<file path="config.mk">
export PLATFORM = sky130hd
export DESIGN_NAME = char_lcd_nibble_writer_top
export DESIGN_NICKNAME = d
export VERILOG_FILES = /design/src/rtl/cnw_pkg.sv /design/src/rtl/cnw_front.sv /design/src/rtl/cnw_queue.sv /design/src/rtl/cnw_back.sv /design/src/rtl/char_lcd_nibble_writer_top.sv
export SDC_FILE = /design/constraint.sdc
export NUM_CORES = 1
export LEC_CHECK = 0
export BUFFER_PORTS_ARGS = -buffer_cell sky130_fd_sc_hd__buf_2
export CORE_MARGIN = 5
export CORE_UTILIZATION = 55
export DETAILED_ROUTE_END_ITERATION = 16
export PLACE_DENSITY = 0.74
export SLEW_MARGIN = 20
export SYNTH_ARGS = -nofsm -noshare
export SYNTH_HDL_FRONTEND = slang
export SYNTH_SLANG_ARGS = --single-unit
</file>
<file path="constraint.sdc">
create_clock -name clk -period 2.25 [get_ports clk]
set_input_delay 0.5625 -clock clk [delete_from_list [all_inputs] [get_ports clk]]
set_output_delay 0.5625 -clock clk [all_outputs]
set_load 0.03 [all_outputs]
</file>
<file path="src/rtl/cnw_pkg.sv">
// Shared types, constants and helpers for the character LCD nibble writer.
`default_nettype none
package cnw_pkg;

	// Display geometry defaults.
	localparam int COLUMNS_DEF = 20;
	localparam int ROWS_DEF    = 4;

	// Depth of the queue between the front and back parts.
	localparam int QUEUE_DEPTH = 2;

	// Input operations.
	typedef enum logic [1:0] {
		OP_COMMAND = 2'd0,
		OP_DATA    = 2'd1,
		OP_CURSOR  = 2'd2,
		OP_CLEAR   = 2'd3
	} op_t;

	// Configuration register indexes.
	localparam logic [1:0] REG_STROBE    = 2'd0;
	localparam logic [1:0] REG_CMD_WAIT  = 2'd1;
	localparam logic [1:0] REG_DATA_WAIT = 2'd2;

	// Controller commands.
	localparam logic [7:0] CMD_CLEAR     = 8'h01;
	localparam logic [7:0] CMD_HOME      = 8'h02;
	localparam logic [7:0] CMD_SET_DDRAM = 8'h80;

	// Register reset values.
	localparam logic [7:0]  STROBE_RST    = 8'd1;
	localparam logic [15:0] CMD_WAIT_RST  = 16'd2000;
	localparam logic [15:0] DATA_WAIT_RST = 16'd37;

	// Work item handed from the front to the back.
	typedef struct packed {
		logic       rejected;
		logic       rs;
		logic       clear;
		logic [7:0] cmd;
		logic [4:0] col;
		logic [1:0] row;
	} entry_t;

	// Live configuration seen by the back part.
	typedef struct packed {
		logic [7:0]  strobe_us;
		logic [15:0] command_wait_us;
		logic [15:0] data_wait_us;
	} cfg_t;

	// DDRAM start address of each display row.
	function automatic logic [7:0] row_offset(input logic [1:0] row);
		logic [7:0] off;
		case (row)
			2'd0:    off = 8'h00;
			2'd1:    off = 8'h40;
			2'd2:    off = 8'h14;
			default: off = 8'h54;
		endcase
		return off;
	endfunction

endpackage
`default_nettype wire

</file>
<file path="src/rtl/cnw_front.sv">
// Front part: classifies requests, checks cursor moves, keeps the cursor.
`default_nettype none
module cnw_front #(
	parameter int COLUMNS = cnw_pkg::COLUMNS_DEF,
	parameter int ROWS    = cnw_pkg::ROWS_DEF
) (
	input  wire logic            clk,
	input  wire logic            arst_n,
	input  wire logic            in_valid,
	output logic                 in_ready,
	input  wire logic [1:0]      in_op,
	input  wire logic [7:0]      in_value,
	input  wire logic [4:0]      in_col,
	input  wire logic [2:0]      in_row,
	input  wire logic            q_full,
	output logic                 q_push,
	output cnw_pkg::entry_t      q_entry
);

	logic [4:0] cur_col_q;
	logic [1:0] cur_row_q;
	logic       in_range;
	logic [4:0] next_col;
	logic [1:0] next_row;

	assign in_ready = !q_full;
	assign q_push   = in_valid && !q_full;

	assign in_range = ({1'b0, in_col} < 6'(COLUMNS)) && (in_row < 3'(ROWS));

	always_comb begin
		next_col         = cur_col_q;
		next_row         = cur_row_q;
		q_entry.rejected = 1'b0;
		q_entry.rs       = 1'b0;
		q_entry.clear    = 1'b0;
		q_entry.cmd      = in_value;
		unique case (cnw_pkg::op_t'(in_op))
			cnw_pkg::OP_COMMAND: begin
			end
			cnw_pkg::OP_DATA: begin
				q_entry.rs = 1'b1;
			end
			cnw_pkg::OP_CURSOR: begin
				if (in_range) begin
					next_col    = in_col;
					next_row    = in_row[1:0];
					q_entry.cmd = cnw_pkg::CMD_SET_DDRAM
						+ cnw_pkg::row_offset(in_row[1:0]) + {3'b000, in_col};
				end else begin
					q_entry.rejected = 1'b1;
				end
			end
			cnw_pkg::OP_CLEAR: begin
				next_col      = 5'd0;
				next_row      = 2'd0;
				q_entry.clear = 1'b1;
				q_entry.cmd   = cnw_pkg::CMD_CLEAR;
			end
			default: begin
			end
		endcase
		q_entry.col = next_col;
		q_entry.row = next_row;
	end

	always_ff @(posedge clk or negedge arst_n) begin
		if (!arst_n) begin
			cur_col_q <= 5'd0;
			cur_row_q <= 2'd0;
		end else if (q_push) begin
			cur_col_q <= next_col;
			cur_row_q <= next_row;
		end
	end

endmodule
`default_nettype wire

</file>
<file path="src/rtl/cnw_queue.sv">
// Short queue of classified requests between front and back.
`default_nettype none
module cnw_queue (
	input  wire logic            clk,
	input  wire logic            arst_n,
	input  wire logic            push,
	input  wire cnw_pkg::entry_t push_entry,
	input  wire logic            pop,
	output logic                 full,
	output logic                 empty,
	output cnw_pkg::entry_t      head
);

	localparam int PW = (cnw_pkg::QUEUE_DEPTH > 1) ? $clog2(cnw_pkg::QUEUE_DEPTH) : 1;
	localparam int CW = $clog2(cnw_pkg::QUEUE_DEPTH + 1);

	cnw_pkg::entry_t slots_q [cnw_pkg::QUEUE_DEPTH];
	logic [PW-1:0]   wr_ptr_q;
	logic [PW-1:0]   rd_ptr_q;
	logic [CW-1:0]   count_q;

	assign full  = (count_q == CW'(cnw_pkg::QUEUE_DEPTH));
	assign empty = (count_q == '0);
	assign head  = slots_q[rd_ptr_q];

	function automatic logic [PW-1:0] bump(input logic [PW-1:0] p);
		return (p == PW'(cnw_pkg::QUEUE_DEPTH - 1)) ? '0 : p + PW'(1);
	endfunction

	always_ff @(posedge clk) begin
		if (push) begin
			slots_q[wr_ptr_q] <= push_entry;
		end
	end

	always_ff @(posedge clk or negedge arst_n) begin
		if (!arst_n) begin
			wr_ptr_q <= '0;
			rd_ptr_q <= '0;
			count_q  <= '0;
		end else begin
			if (push) begin
				wr_ptr_q <= bump(wr_ptr_q);
			end
			if (pop) begin
				rd_ptr_q <= bump(rd_ptr_q);
			end
			if (push && !pop) begin
				count_q <= count_q + CW'(1);
			end else if (pop && !push) begin
				count_q <= count_q - CW'(1);
			end
		end
	end

endmodule
`default_nettype wire

</file>
<file path="src/rtl/cnw_back.sv">
// Back part: turns queued requests into nibble transfer results.
`default_nettype none
module cnw_back (
	input  wire logic            clk,
	input  wire logic            arst_n,
	input  wire cnw_pkg::cfg_t   cfg,
	input  wire logic            q_empty,
	input  wire cnw_pkg::entry_t q_head,
	output logic                 q_pop,
	output logic                 out_valid,
	input  wire logic            out_ready,
	output logic                 out_kind,
	output logic                 out_rs,
	output logic [3:0]           out_nibble,
	output logic [7:0]           out_pulse,
	output logic [15:0]          out_wait,
	output logic [4:0]           out_col,
	output logic [1:0]           out_row,
	output logic                 out_last
);

	logic [1:0]  step_q;
	logic        out_valid_q;
	logic        advance;
	logic        fire;
	logic        final_step;
	logic [7:0]  cur_byte;
	logic [3:0]  nib;
	logic [15:0] wait_val;

	assign advance = !out_valid_q || out_ready;
	assign fire    = advance && !q_empty;
	assign q_pop   = fire && final_step;
	assign out_valid = out_valid_q;

	always_comb begin
		// second byte of a clear is the return-home command
		cur_byte   = (q_head.clear && step_q[1]) ? cnw_pkg::CMD_HOME : q_head.cmd;
		nib        = step_q[0] ? cur_byte[3:0] : cur_byte[7:4];
		wait_val   = step_q[0] ? (q_head.rs ? cfg.data_wait_us : cfg.command_wait_us)
		                       : 16'd0;
		final_step = q_head.rejected || (step_q[0] && (!q_head.clear || step_q[1]));
	end

	always_ff @(posedge clk or negedge arst_n) begin
		if (!arst_n) begin
			out_valid_q <= 1'b0;
			step_q      <= 2'd0;
		end else begin
			if (advance) begin
				out_valid_q <= !q_empty;
			end
			if (fire) begin
				step_q <= final_step ? 2'd0 : step_q + 2'd1;
			end
		end
	end

	always_ff @(posedge clk) begin
		if (fire) begin
			out_kind <= q_head.rejected;
			out_col  <= q_head.col;
			out_row  <= q_head.row;
			out_last <= final_step;
			if (q_head.rejected) begin
				out_rs     <= 1'b0;
				out_nibble <= 4'd0;
				out_pulse  <= 8'd0;
				out_wait   <= 16'd0;
			end else begin
				out_rs     <= q_head.rs;
				out_nibble <= nib;
				out_pulse  <= cfg.strobe_us;
				out_wait   <= wait_val;
			end
		end
	end

	// mid-request step implies the request is still queued
	a_step_has_entry: assert property (@(posedge clk) disable iff (!arst_n)
		(step_q != 2'd0) |-> !q_empty)
		else $error("step counter active with empty queue");

	// a rejection is always a single, last result
	a_reject_last: assert property (@(posedge clk) disable iff (!arst_n)
		(out_valid_q && out_kind) |-> out_last)
		else $error("rejected result not marked last");

	// high nibble never carries a wait and is never last
	a_high_no_wait: assert property (@(posedge clk) disable iff (!arst_n)
		(fire && !q_head.rejected && !step_q[0]) |=> (out_wait == 16'd0 && !out_last))
		else $error("high nibble with wait or last");

	// a rejection carries nothing on the bus fields
	a_reject_zero: assert property (@(posedge clk) disable iff (!arst_n)
		(out_valid_q && out_kind) |-> (out_nibble == 4'd0 && out_pulse == 8'd0))
		else $error("rejected result with bus payload");

endmodule
`default_nettype wire

</file>
<file path="src/rtl/char_lcd_nibble_writer_top.sv">
// Top level of the character LCD nibble writer: config registers and wiring.
`default_nettype none
// Channel  Dir  Handshake          Payload
// s        in   s_tvalid/s_tready  s_tuser: op; s_tdata: value, col, row
// m        out  m_tvalid/m_tready  m_tuser: kind, reg_select; m_tdata: transfer; m_tlast
// cfg      in   cfg_we             cfg_index, cfg_wdata
//
// A data, command or valid cursor request gives two results, a clear four
// and a rejected cursor request one; the back part has a one-result-per-cycle
// output register that holds its result while m_tready is low.
// The front accepts a request each cycle while the two-entry queue has room.
// Reset clears the cursor, the queue and the output valid flag; config
// registers return to strobe 1, command wait 2000, data wait 37.
// A stalled m_tready holds the result; the front keeps filling the queue until it is full.
module char_lcd_nibble_writer_top #(
	parameter int COLUMNS = cnw_pkg::COLUMNS_DEF,
	parameter int ROWS    = cnw_pkg::ROWS_DEF
) (
	input  wire logic        clk,
	input  wire logic        arst_n,
	input  wire logic        s_tvalid,
	output logic             s_tready,
	input  wire logic [15:0] s_tdata,   // value[7:0], col[12:8], row[15:13]
	input  wire logic [1:0]  s_tuser,   // op[1:0]
	output logic             m_tvalid,
	input  wire logic        m_tready,
	output logic [39:0]      m_tdata,   // nibble[3:0], pulse_us[11:4], wait_us[27:12],
	                                    // cursor_col[32:28], cursor_row[34:33], zero fill
	output logic [1:0]       m_tuser,   // kind[0], reg_select[1]
	output logic             m_tlast,
	input  wire logic        cfg_we,
	input  wire logic [1:0]  cfg_index,
	input  wire logic [15:0] cfg_wdata
);

	cnw_pkg::cfg_t   cfg_q;
	cnw_pkg::entry_t push_entry;
	cnw_pkg::entry_t head;
	logic            push;
	logic            pop;
	logic            full;
	logic            empty;
	logic            o_kind;
	logic            o_rs;
	logic [3:0]      o_nibble;
	logic [7:0]      o_pulse;
	logic [15:0]     o_wait;
	logic [4:0]      o_col;
	logic [1:0]      o_row;

	// Config registers; index 3 is ignored.
	always_ff @(posedge clk or negedge arst_n) begin
		if (!arst_n) begin
			cfg_q.strobe_us       <= cnw_pkg::STROBE_RST;
			cfg_q.command_wait_us <= cnw_pkg::CMD_WAIT_RST;
			cfg_q.data_wait_us    <= cnw_pkg::DATA_WAIT_RST;
		end else if (cfg_we) begin
			case (cfg_index)
				cnw_pkg::REG_STROBE:    cfg_q.strobe_us       <= cfg_wdata[7:0];
				cnw_pkg::REG_CMD_WAIT:  cfg_q.command_wait_us <= cfg_wdata;
				cnw_pkg::REG_DATA_WAIT: cfg_q.data_wait_us    <= cfg_wdata;
				default: begin
				end
			endcase
		end
	end

	cnw_front #(
		.COLUMNS (COLUMNS),
		.ROWS    (ROWS)
	) u_front (
		.clk      (clk),
		.arst_n   (arst_n),
		.in_valid (s_tvalid),
		.in_ready (s_tready),
		.in_op    (s_tuser),
		.in_value (s_tdata[7:0]),
		.in_col   (s_tdata[12:8]),
		.in_row   (s_tdata[15:13]),
		.q_full   (full),
		.q_push   (push),
		.q_entry  (push_entry)
	);

	cnw_queue u_queue (
		.clk        (clk),
		.arst_n     (arst_n),
		.push       (push),
		.push_entry (push_entry),
		.pop        (pop),
		.full       (full),
		.empty      (empty),
		.head       (head)
	);

	cnw_back u_back (
		.clk        (clk),
		.arst_n     (arst_n),
		.cfg        (cfg_q),
		.q_empty    (empty),
		.q_head     (head),
		.q_pop      (pop),
		.out_valid  (m_tvalid),
		.out_ready  (m_tready),
		.out_kind   (o_kind),
		.out_rs     (o_rs),
		.out_nibble (o_nibble),
		.out_pulse  (o_pulse),
		.out_wait   (o_wait),
		.out_col    (o_col),
		.out_row    (o_row),
		.out_last   (m_tlast)
	);

	assign m_tdata = {5'd0, o_row, o_col, o_wait, o_pulse, o_nibble};
	assign m_tuser = {o_rs, o_kind};

endmodule
`default_nettype wire

</file>
==> impl_metrics.env <==
export IMPL_status="finished clean"
export IMPL_clockPowerShare=0.304
export IMPL_cts_setup_buffers=0
export IMPL_tns_ns=0
export IMPL_vias=3202
export IMPL_max_freq_ghz=0.493
export IMPL_layout_drive_gt1_share=0.421
export IMPL_combinationalPowerShare=0.281
export IMPL_fin_crit_sh=0.902
export IMPL_firstDrtPassIters=4
export IMPL_p_seq_frac=0.415
export IMPL_pwr_density_cell_nw_per_um2=1380
export IMPL_fp_dieH_um=107
export IMPL_grt_pass1_vias=3272
export IMPL_grt_usage=0.193
export IMPL_synth_edf_count=74
export IMPL_cts_buffers=17
export IMPL_antenna_found_initial=0
export IMPL_synth_cell_area_um2=5210
export IMPL_yosysWarnings=0
export IMPL_vias_per_cell=5.45
export IMPL_max_cap_violations=0
export IMPL_grt_max_degree=55
export IMPL_die_w_um=107
export IMPL_hpwl_um=6620
export IMPL_yosysMostFrequentCell="edfxtp_1"
export IMPL_p_int_mw=5.94
export IMPL_ys_types=37
export IMPL_synth_common_cells="edfxtp_1 (74), mux2_2 (48), dfrtp_1 (44)"
export IMPL_dieArea_um2=11500
export IMPL_drtIter0Drc=136
export IMPL_synth_avg_cell_area_um2=15.1
export IMPL_rr_worst_depth=5
export IMPL_syn_inst=346
export IMPL_cts_max_level=4
export IMPL_portBuffers=80
export IMPL_finalHoldViolCount=0
export IMPL_cpMaxStageDelayCell="mux2i_1"
export IMPL_rsz0062_at_grt="no"
export IMPL_cpPeakStageDelay_ns=0.38
export IMPL_synth_main_ff_cell="edfxtp_1"
export IMPL_synth_seq_cells=128
export IMPL_overflow=0
export IMPL_cp_cell_sequence="buf_4 > mux2i_1 > nand2_1 > buf_4 > a21oi_1"
export IMPL_synthArstFlopShare=0.422
export IMPL_initial_core_util=0.564
export IMPL_rr_startpoint="u_queue.rd_ptr_q"
export IMPL_multi_input_area_um2=1510
export IMPL_relSlewSlack=0.613
export IMPL_cts_tree="yes"
export IMPL_drtAntennaViolNets=0
export IMPL_path_clk_slew_ns=0.06
export IMPL_synth_top_cell_area_share=0.426
export IMPL_critPathCaptureType="flop"
export IMPL_diodes=0
export IMPL_yosysSeqAreaShare=0.688
export IMPL_cts_buffer_depth=2
export IMPL_crit_start="u_queue.rd_ptr_q"
export IMPL_root_buffer="clkbuf_8"
export IMPL_min_delay_path_class="primary input to async pin"
export IMPL_synthTopCellsByArea="edfxtp_1 (43%), dfrtp_1 (21%), mux2_2 (10%)"
export IMPL_path_common_cell="buf_4"
export IMPL_worst_setup_path_start_kind="flop"
export IMPL_post_route_util=0.694
export IMPL_switching_share=0.328
export IMPL_ctsHoldBuffers=0
export IMPL_drc=0
export IMPL_num_rows=35
export IMPL_required_ns=2.60
export IMPL_grt_pass1_wl_um=16800
export IMPL_io_pins=86
export IMPL_setup_viol=0
export IMPL_ir_drop_mv=1.07
export IMPL_cellLeakagePower_nw=2.69
export IMPL_fillers=641
export IMPL_reg2reg_to="u_back.out_wait[0]"
export IMPL_fin_crit_ns=2.03
export IMPL_clkLatencyLatePin_ns=0.51
export IMPL_wirelength_um=10400
export IMPL_ff2ff_setup_slack_ns=0.22
export IMPL_clkSinkCount=128
export IMPL_path_class="flop to flop"
export IMPL_arrival_ns=2.37
export IMPL_path_max_fanout=20
export IMPL_place_gp_congestion=0.854
export IMPL_finClkSkew_ns=0.0108
export IMPL_area_growth_pct=22.9
export IMPL_cts_resized=0
export IMPL_seq_area_um2=3590
export IMPL_final_nets=490
export IMPL_wl_per_cell_um=17.7
export IMPL_tightest_slew_ns=0.575
export IMPL_synth_top_area_cell="edfxtp_1"
export IMPL_report_final_slew_viol_count=0
export IMPL_core_um2=9240
export IMPL_p_switching_mw=2.91
export IMPL_whs_ns=0.0504
stage by stage:
step | instances | worst slack [ns] | power [mW] | area, um^2
finish | 587 | 0.220 | 8.85 | 6410
global route | 587 | 0.107 | 9.29 | 6410
CTS | 587 | 0.200 | 8.93 | 6410
detailed placement | 555 | 0.233 | 6.21 | 5810
global placement | 555 | 0.241 | 6.13 | 5810
floorplan | 350 | 0.169 | 5.44 | 5230
metal layers:
metal | GRT usage | wire (um)
met3 | 0.0552 | 660
met5 | 0 | 0
met4 | 0.0586 | 115
met2 | 0.307 | 5020
met1 | 0.260 | 4600
power groups by stage:
| stage | sequential, mW | clock (mW) | combinational (mW) |
|---|---|---|---|
| 6_report | 3.67 | 2.69 | 2.48 |
| 5_1_grt | 3.74 | 2.86 | 2.69 |
| 4_1_cts | 3.68 | 2.74 | 2.52 |
| 3_3_place_gp | 3.68 | 0 | 2.45 |
| 2_1_floorplan | 4.25 | 0 | 1.19 |
| 3_5_place_dp | 3.71 | 0 | 2.50 |
final cells by class:
class,count,share of cell area
Multi-Input combinational cell,194,0.235
Clock inverter,12,0.0203
Inverter,9,0.00527
Timing Repair Buffer,95,0.0820
Tap cell,129,0.0252
Sequential cell,128,0.559
Clock buffer,20,0.0730
worst max-delay path by stage:
stage                            end  cells past startpoint
2_1_floorplan  u_queue.slots_q[0][0]                      3
3_3_place_gp      u_back.out_wait[0]                      5
3_5_place_dp      u_back.out_wait[0]                      5
4_1_cts           u_back.out_wait[0]                      5
5_1_grt           u_back.out_wait[0]                      5
6_report          u_back.out_wait[0]                      5
cells in the final DEF (no fill, tap or decap), drive strengths merged:
| cell | instances |
|---|---|
| dfstp | 10 |
| nor3 | 1 |
| edfxtp | 74 |
| a211oi | 2 |
| conb | 5 |
| o21ai | 4 |
| nor2b | 7 |
| buf | 95 |
| nor3b | 1 |
| clkinvlp | 1 |
| nor2 | 7 |
| ha | 4 |
| clkbuf | 20 |
| and3 | 1 |
| inv | 10 |
| mux2i | 3 |
| a22oi | 1 |
| nand2 | 38 |
| mux2 | 48 |
| a21oi | 21 |
| a32oi | 1 |
| nand3b | 2 |
| mux4 | 3 |
| a22o | 18 |
| dfrtp | 44 |
| a32o | 2 |
| a2111oi | 1 |
| o32ai | 1 |
| a221o | 1 |
| xnor2 | 2 |
| nand2b | 3 |
| or2 | 1 |
| xor2 | 4 |
| bufinv | 2 |
| clkinv | 8 |
| a31o | 1 |
| and2 | 10 |
| o41ai | 1 |
state kept, by name (all words and copies together), names as in the netlist, 2 cells and up:
register / flops
cfg_q: 40
u_front.cur_row_q: 2
u_back.out_col: 5
u_queue.count_q: 2
u_back.out_wait: 16
u_queue.slots_q: 36
u_back.out_nibble: 4
u_back.out_row: 2
u_back.out_pulse: 8
u_front.cur_col_q: 5
u_back.step_q: 2
kinds of logic after synthesis:
kind of cell	after synthesis	synth area share
flops	128	0.688
xor+xnor	6	0.0101
buf+inv	28	0.0271
mux	54	0.122
other cells	1	0.000719
simple gates	71	0.0660
compound gates	54	0.0763
fa+ha+maj	4	0.00960
critical path: cells and delay by family, from the launching register on:
family	cells	cell delay (ns)
AOI/OAI and AO/OA	1	0.18
buffers and inverters	2	0.61
DFF	1	0.37
muxes	1	0.38
and+or+nand+nor	1	0.33
Note: power is estimated with default switching activity, not from simulation.
